`src/rtl/pef_pkg.sv`:
```
// Package for the priority evicting descriptor queue.
// Holds request/response structs, entry type, codes and sizing constants.
// No dependencies.
package pef_pkg;

   localparam int DEPTH = 16;
   localparam int CNT_W = $clog2(DEPTH + 1);

   localparam logic [12:0] PAYLOAD_LIMIT_RESET = 13'd2048;
   localparam logic [4:0]  CAPACITY_RESET      = 5'd16;

   // request codes
   localparam logic [1:0] REQ_ENQ   = 2'd0;
   localparam logic [1:0] REQ_DEQ   = 2'd1;
   localparam logic [1:0] REQ_PEEK  = 2'd2;
   localparam logic [1:0] REQ_CLEAR = 2'd3;

   // priorities
   localparam logic [1:0] PRI_NORMAL   = 2'd0;
   localparam logic [1:0] PRI_HAZARD   = 2'd1;
   localparam logic [1:0] PRI_CRITICAL = 2'd2;

   // status codes
   localparam logic [1:0] ST_OK     = 2'd0;
   localparam logic [1:0] ST_EMPTY  = 2'd1;
   localparam logic [1:0] ST_NOROOM = 2'd2;
   localparam logic [1:0] ST_TOOBIG = 2'd3;

   // register indexes
   localparam logic CSR_CAPACITY = 1'b0;
   localparam logic CSR_LIMIT    = 1'b1;

   typedef struct packed {
      logic [1:0]  req_type;
      logic [1:0]  priority_req;
      logic [31:0] sequence_req;
      logic [15:0] payload_ref;
      logic [11:0] payload_bytes;
      logic [31:0] time_msec;
   } req_type_type;

   typedef struct packed {
      logic [1:0]  status;
      logic        evicted;
      logic [31:0] out_sequence;
      logic [1:0]  out_priority;
      logic [15:0] out_payload_ref;
      logic [11:0] out_payload_len;
      logic [31:0] out_timestamp;
      logic [4:0]  occupancy;
      logic [31:0] enqueue_total;
      logic [31:0] dequeue_total;
      logic [31:0] normal_drops;
      logic [31:0] hazard_drops;
   } rsp_type_type;

   typedef struct packed {
      logic [31:0] seq;
      logic [1:0]  pri;
      logic [15:0] ref_h;
      logic [11:0] len;
      logic [31:0] stamp;
   } entry_type;

   typedef struct packed {
      logic valid;  // position holds a live entry
      logic shift;  // take the neighbor's entry
      logic load;   // take the incoming entry
   } cell_ctl_type;

endpackage

```
`src/rtl/pef_cell.sv`:
```
// One queue position: holds an entry, shifts toward the head on removal.
// Passes a running "normal entry seen" flag to the next position.
// Depends on pef_pkg.
module pef_cell import pef_pkg::*; (
   input  logic         clock,
   input  cell_ctl_type ctl,
   input  entry_type    new_entry,
   input  entry_type    next_entry,
   input  logic         seen_in,
   output logic         seen_out,
   output entry_type    entry
);

   entry_type entry_ff;
   entry_type entry_in;

   always_comb begin
      priority if (ctl.load) begin
         entry_in = new_entry;
      end else if (ctl.shift) begin
         entry_in = next_entry;
      end else begin
         entry_in = entry_ff;
      end
   end

   always_ff @(posedge clock) begin
      entry_ff <= entry_in;
   end

   assign seen_out = seen_in | (ctl.valid & (entry_ff.pri == PRI_NORMAL));
   assign entry    = entry_ff;

endmodule

```
`src/rtl/priority_evicting_fifo_top.sv`:
```
// Top level of the priority evicting descriptor queue.
// Instantiates a row of pef_cell positions; depends on pef_pkg.
//
// Usage:
//   req_* carries one request (enqueue, dequeue, peek, clear) as a packed
//   struct; a transfer happens when req_valid is high and req_stall is low.
//   rsp_* returns exactly one result per request, in order, with the same
//   valid/stall rules. csr_* writes capacity_in_use (index 0) and
//   payload_limit (index 1) whenever csr_we is high; write only while idle.
//   Latency: the result is shown the cycle after the request transfer.
//   Throughput: one request per cycle unless stalled. The oldest-normal
//   search is a flag rippling down the row of cells, and removal shifts
//   the cells behind the removed position toward the head in the same cycle.
//   Receiver stall: the registered result holds; req_stall rises while a
//   result waits and rsp_stall is high, and falls as soon as it is taken.
//   Reset (synchronous, active high): queue empty, counters zero,
//   capacity 16, payload limit 2048; no clearing pass is needed.
module priority_evicting_fifo_top import pef_pkg::*; (
   input  logic         clock,
   input  logic         reset,
   input  logic         req_valid,
   output logic         req_stall,
   input  req_type_type req_data,
   output logic         rsp_valid,
   input  logic         rsp_stall,
   output rsp_type_type rsp_data,
   input  logic         csr_we,
   input  logic         csr_index,
   input  logic [12:0]  csr_wdata
);

   logic [4:0]       capacity_ff;
   logic [12:0]      limit_ff;
   logic [CNT_W-1:0] held_ff, held_in;
   logic [31:0]      enq_ff, enq_in;
   logic [31:0]      deq_ff, deq_in;
   logic [31:0]      ndrop_ff, ndrop_in;
   logic [31:0]      hdrop_ff, hdrop_in;
   logic             rsp_valid_ff;
   rsp_type_type     rsp_ff, rsp_in;

   cell_ctl_type     ctl [DEPTH];
   entry_type        cell_entry [DEPTH];
   logic [DEPTH:0]   seen;
   logic [DEPTH-1:0] valid_vec;

   logic             go;
   logic [1:0]       pri_fix;
   logic [CNT_W-1:0] eff_cap;
   logic             too_big, full, found;
   logic             enq_ok, evict_go, deq_go, write_go;
   logic [CNT_W-1:0] wr_pos;
   entry_type        new_entry;

   assign go        = req_valid & ~req_stall;
   assign req_stall = rsp_valid_ff & rsp_stall;

   assign pri_fix = (req_data.priority_req == 2'd3) ? PRI_CRITICAL : req_data.priority_req;

   always_comb begin
      priority if (capacity_ff == 5'd0) begin
         eff_cap = CNT_W'(1);
      end else if (CNT_W'(capacity_ff) > CNT_W'(DEPTH)) begin
         eff_cap = CNT_W'(DEPTH);
      end else begin
         eff_cap = CNT_W'(capacity_ff);
      end
   end

   assign too_big = {1'b0, req_data.payload_bytes} >= limit_ff;
   assign full    = held_ff >= eff_cap;
   assign found   = seen[DEPTH];

   assign enq_ok   = go & (req_data.req_type == REQ_ENQ) & ~too_big;
   assign evict_go = enq_ok & full & found;
   assign write_go = enq_ok & (~full | found);
   assign deq_go   = go & (req_data.req_type == REQ_DEQ) & (held_ff != '0);
   // eviction frees the tail slot, so the new entry lands one place lower
   assign wr_pos   = evict_go ? held_ff - CNT_W'(1) : held_ff;

   assign new_entry.seq   = req_data.sequence_req;
   assign new_entry.pri   = pri_fix;
   assign new_entry.ref_h = req_data.payload_ref;
   assign new_entry.len   = req_data.payload_bytes;
   assign new_entry.stamp = req_data.time_msec;

   assign seen[0] = 1'b0;

   genvar gi;
   generate
      for (gi = 0; gi < DEPTH; gi++) begin : g_cell
         logic      nxt_valid;
         entry_type nxt_entry;

         assign valid_vec[gi] = held_ff > CNT_W'(gi);

         if (gi == DEPTH - 1) begin : g_last
            assign nxt_valid = 1'b0;
            assign nxt_entry = '0;
         end else begin : g_mid
            assign nxt_valid = held_ff > CNT_W'(gi + 1);
            assign nxt_entry = cell_entry[gi + 1];
         end

         always_comb begin
            ctl[gi].valid = valid_vec[gi];
            ctl[gi].shift = nxt_valid & (deq_go | (evict_go & seen[gi + 1]));
            ctl[gi].load  = write_go & (wr_pos == CNT_W'(gi));
         end

         pef_cell u_cell (
            .clock      (clock),
            .ctl        (ctl[gi]),
            .new_entry  (new_entry),
            .next_entry (nxt_entry),
            .seen_in    (seen[gi]),
            .seen_out   (seen[gi + 1]),
            .entry      (cell_entry[gi])
         );
      end
   endgenerate

   // next state and result
   always_comb begin
      held_in  = held_ff;
      enq_in   = enq_ff;
      deq_in   = deq_ff;
      ndrop_in = ndrop_ff;
      hdrop_in = hdrop_ff;
      rsp_in   = '0;

      unique case (req_data.req_type)
         REQ_ENQ: begin
            if (too_big) begin
               rsp_in.status = ST_TOOBIG;
            end else if (full & ~found) begin
               rsp_in.status = ST_NOROOM;
               if (pri_fix == PRI_HAZARD) begin
                  hdrop_in = hdrop_ff + 32'd1;
               end else if (pri_fix == PRI_NORMAL) begin
                  ndrop_in = ndrop_ff + 32'd1;
               end
            end else begin
               enq_in = enq_ff + 32'd1;
               if (full) begin
                  rsp_in.evicted = 1'b1;
                  ndrop_in       = ndrop_ff + 32'd1;
               end else begin
                  held_in = held_ff + CNT_W'(1);
               end
            end
         end
         REQ_DEQ, REQ_PEEK: begin
            if (held_ff == '0) begin
               rsp_in.status = ST_EMPTY;
            end else begin
               rsp_in.out_sequence    = cell_entry[0].seq;
               rsp_in.out_priority    = cell_entry[0].pri;
               rsp_in.out_payload_ref = cell_entry[0].ref_h;
               rsp_in.out_payload_len = cell_entry[0].len;
               rsp_in.out_timestamp   = cell_entry[0].stamp;
               if (req_data.req_type == REQ_DEQ) begin
                  held_in = held_ff - CNT_W'(1);
                  deq_in  = deq_ff + 32'd1;
               end
            end
         end
         REQ_CLEAR: begin
            held_in = '0;
         end
         default: begin
            held_in = held_ff;
         end
      endcase

      rsp_in.occupancy     = 5'(held_in);
      rsp_in.enqueue_total = enq_in;
      rsp_in.dequeue_total = deq_in;
      rsp_in.normal_drops  = ndrop_in;
      rsp_in.hazard_drops  = hdrop_in;
   end

   always_ff @(posedge clock) begin
      if (reset) begin
         capacity_ff  <= CAPACITY_RESET;
         limit_ff     <= PAYLOAD_LIMIT_RESET;
         held_ff      <= '0;
         enq_ff       <= '0;
         deq_ff       <= '0;
         ndrop_ff     <= '0;
         hdrop_ff     <= '0;
         rsp_valid_ff <= 1'b0;
      end else begin
         if (csr_we) begin
            unique case (csr_index)
               CSR_CAPACITY: capacity_ff <= csr_wdata[4:0];
               CSR_LIMIT:    limit_ff    <= csr_wdata;
               default:      limit_ff    <= limit_ff;
            endcase
         end
         if (go) begin
            held_ff  <= held_in;
            enq_ff   <= enq_in;
            deq_ff   <= deq_in;
            ndrop_ff <= ndrop_in;
            hdrop_ff <= hdrop_in;
         end
         if (go) begin
            rsp_valid_ff <= 1'b1;
         end else if (~rsp_stall) begin
            rsp_valid_ff <= 1'b0;
         end
      end
   end

   always_ff @(posedge clock) begin
      if (go) begin
         rsp_ff <= rsp_in;
      end
   end

   assign rsp_valid = rsp_valid_ff;
   assign rsp_data  = rsp_ff;

endmodule

```
`config.mk`:
```
export PLATFORM = sky130hd
export DESIGN_NAME = priority_evicting_fifo_top
export DESIGN_NICKNAME = d
export VERILOG_FILES = /design/src/rtl/pef_pkg.sv /design/src/rtl/pef_cell.sv /design/src/rtl/priority_evicting_fifo_top.sv
export SDC_FILE = /design/constraint.sdc
export NUM_CORES = 2
export LEC_CHECK = 0
export BUFFER_PORTS_ARGS = -buffer_cell sky130_fd_sc_hd__buf_2
export CAP_MARGIN = 20
export CORE_UTILIZATION = 60
export CTS_BUF_LIST = sky130_fd_sc_hd__clkbuf_4
export CTS_CLUSTER_DIAMETER = 30
export CTS_CLUSTER_SIZE = 24
export DETAILED_ROUTE_END_ITERATION = 10
export MAX_ROUTING_LAYER = met4
export PLACE_DENSITY = 0.76
export SLEW_MARGIN = 20
export SYNTH_ARGS = -nofsm -noshare
export SYNTH_HDL_FRONTEND = slang
export SYNTH_HIERARCHICAL = 1
export SYNTH_SLANG_ARGS = --single-unit
```
`constraint.sdc`:
```
create_clock -name clock -period 12.65 [get_ports clock]
set_input_delay 2.53 -clock clock [delete_from_list [all_inputs] [get_ports clock]]
set_output_delay 2.53 -clock clock [all_outputs]
set_load 0.005 [all_outputs]
```
==> metrics <==
clk root buf clkbuf_4; CP Class flop to flop; Synth Instances 4974; clk sink count 1886; Worst Tran Pin Value 1.14 ns; Sw Share 22.3%; Clock Power Share 44.1%; GR Util All Layers 25.1%; crit start category flop; vias 44800; synthesized cell area 84700 um2; reg-to-reg slack, setup 3.55 ns; WL/cell 22.2 um; Seq/Total Area, Yosys 65.0%; highest routed layer met4; Tcrit/Tclk final 71.9%; Arr. time, crit path 9.95 ns; Core ar. 140000 um2; vias in the first global route 45000; number of distinct library cells after synthesis 55; hold buffers post-CTS 0; full die area 143000 um2; CP endpoint kind flop; Routed WL 173000 um; Comb pwr share 2.9%; die height 378 um; sw power 0.00287 W; Post-CTS Resized 0; GP Congestion 0.892; Tightest Hold Check Type flop to flop; peak supply drop 0.0000960 V; Final Max Slew Viols 0; dominant synthesized flop cell edfxtp_1; cell mode on critical path a21o_1; #FFs+latches synth 1886; Post-synth EDFFs 1734; Iter 0 DRT Violations 3488; area grow syn2layout 11.4%; initial antenna violation count 24; YS warnings 6; CP required 13.50 ns; leakage power 33.7 nW; relative slew slack 24.0%; met1 wire length 78100 um; GRT overflow 0; RSZ-0062 raised after global routing no; maximum operating frequency 110 MHz; outcome finished, final reports clean; commonest non-fill, non-tap cell in the layout edfxtp_1; Hold Vio Cnt, Final 0; Syn Area/Cell 17.0 um2; PD cells 136 nW/um2; Max clock buf depth 4; Tmin final 9.10 ns; IO Pins 347; Worst-Skew Late Latency 1.33 ns; CTS clk-pin slew, worst paths 0.09 ns; Residual DRC 0; IO Port Bufs 346; Routed met2 length 79200 um; number of buffers created by CTS 389; most frequent cells in the layout edfxtp_1, mux2_4, mux2_2; row cnt 137; Final setup viols 0; Max Cap Viol 0; share of layout cells above drive strength 1 44.5%; largest net degree at the start of global routing 100; share of power burned in registers 53.1%; H-tree depth 5; drt first pass iters 6; Post-CTS Setup Inserts 0; post-route setup TNS 0 ns; metal3 WL 13300 um; Detail Route Antenna Nets 0; first-pass GRT wire length 266000 um; Die Wd 378 um; Post-Place Cells 7060; slowest CP cell and4_1; Final HPWL DP 102000 um; Initial Util 60.6%; Internal Dissipation 0.00998 W; Final Non-Filler Cells 7788; Worst path max stage delay 0.95 ns; Layout Nets 5723; ys async rst share 0%; Via-to-Cell Ratio 5.75; CTS tree built; Clock Skews 0.127 ns; worst-path maximum fanout 69
==> power groups by stage <==
stage / registers (W) / logic, W / clock network [W]
floorplan: 0.00697 / 0.000161 / 0
global placement: 0.00696 / 0.000353 / 0
detailed placement: 0.00696 / 0.000362 / 0
CTS: 0.00682 / 0.000364 / 0.00580
global route: 0.00682 / 0.000397 / 0.00608
finish: 0.00682 / 0.000368 / 0.00566
==> sequential cells by signal, summed over array words and instances (netlist names) <==
register	cells
capacity_ff	5
limit_ff	13
ndrop_ff	32
rsp_data	230
hdrop_ff	32
deq_ff	32
held_ff	5
enq_ff	32
rsp_valid	1
g_cell.u_cell/entry	1504
==> worst paths after layout <==
path	depth (start not counted)	start	end
setup / recovery	29	held_ff[0]	g_cell[14].u_cell/entry[62]
setup reg to reg	29	held_ff[0]	g_cell[14].u_cell/entry[62]
hold reg to reg	1	g_cell[7].u_cell/entry[37]	g_cell[6].u_cell/entry[37]
hold / removal	1	g_cell[7].u_cell/entry[37]	g_cell[6].u_cell/entry[37]
==> stage by stage <==
stage	worst slack (ns)	instance area, um2	total power [W]	hold WS, ns	utilization [%]
6_report	3.55	94400	0.0128	0.464	67.5
5_1_grt	2.97	94400	0.0133	0.475	67.5
4_1_cts	3.51	94200	0.0130	0.452	67.4
3_5_place_dp	3.65	87800	0.00732	0.448	62.8
3_3_place_gp	3.84	87800	0.00731	0.444	62.8
2_1_floorplan	2.00	85100	0.00713	0.436	-
==> cell families (layout without fill, tap and decap cells) <==
logic type               after synthesis  after routing  synth area share (%)
flip-flops                          1886           1886                  65.0
multiplexers                        1515           1515                  23.6
AND/OR/NAND/NOR                      829            829                  4.90
buffers and inverters                325           1145                  2.54
XOR/XNOR                             230            230                  2.38
AO/OA/AOI/OAI                        158            158                  1.09
adder cells (fa/ha/maj)               30             30                 0.443
other                                  1            119               0.00443
==> worst max-delay path, delay by kind of cell (launching register included) <==
family | cells | cell delay, ns
AOI/OAI and AO/OA | 19 | 2.99
buffers and inverters | 5 | 2.40
and+or+nand+nor | 4 | 2.15
DFF | 1 | 0.54
adders and majority gates | 1 | 0.38
==> final cells by class <==
type	count	area [um2]
inverter	39	156
timing repair buffer	404	2250
fill	9426	45500
clock buffer	429	3220
sequential	1886	55100
antenna	23	57.6
clock inverter	273	3240
tap	1876	2350
multi-input combinational	2858	28000
==> layer usage <==
layer | vias to the layer above | GRT usage, %
met5 | - | -
met4 | 0 | 6.26
met3 | 216 | 5.34
met2 | 1608 | 37.3
met1 | 22700 | 35.3
li1 | 20300 | -
==> synth_stat cells (3+ instances only) <==
cell / count / area [um2]
nor4b_2: 3 / 45.0
and2_1: 13 / 81.3
nor3_1: 68 / 340
and4_1: 9 / 78.8
or3_1: 21 / 131
a21oi_1: 72 / 360
buf_2: 68 / 340
o21ai_0: 31 / 155
ha_1: 30 / 375
nor2_1: 231 / 867
or2_1: 17 / 106
and3_1: 117 / 732
mux2i_1: 5 / 50.1
inv_1: 37 / 139
a31oi_1: 8 / 50.1
clkbuf_1: 97 / 364
nor3b_1: 5 / 37.5
nand2_1: 159 / 597
o21a_1: 3 / 22.5
buf_6: 113 / 1270
nand3_1: 63 / 315
dfxtp_1: 152 / 3040
xnor2_1: 126 / 1100
a21o_1: 20 / 150
a211oi_1: 6 / 45.0
mux2_2: 725 / 8160
xor2_1: 104 / 911
or4_1: 7 / 52.6
mux2_4: 784 / 11800
o31ai_1: 7 / 52.6
or2_2: 5 / 31.3
nand2b_1: 9 / 56.3
nand4_1: 55 / 344
buf_1: 7 / 26.3
nor4b_1: 4 / 35.0
nand4b_1: 3 / 26.3
nor2b_1: 6 / 37.5
nor4_2: 3 / 37.5
edfxtp_1: 1734 / 52100
nor4_1: 28 / 175
No activity file was read; power rests on OpenSTA's default activity.
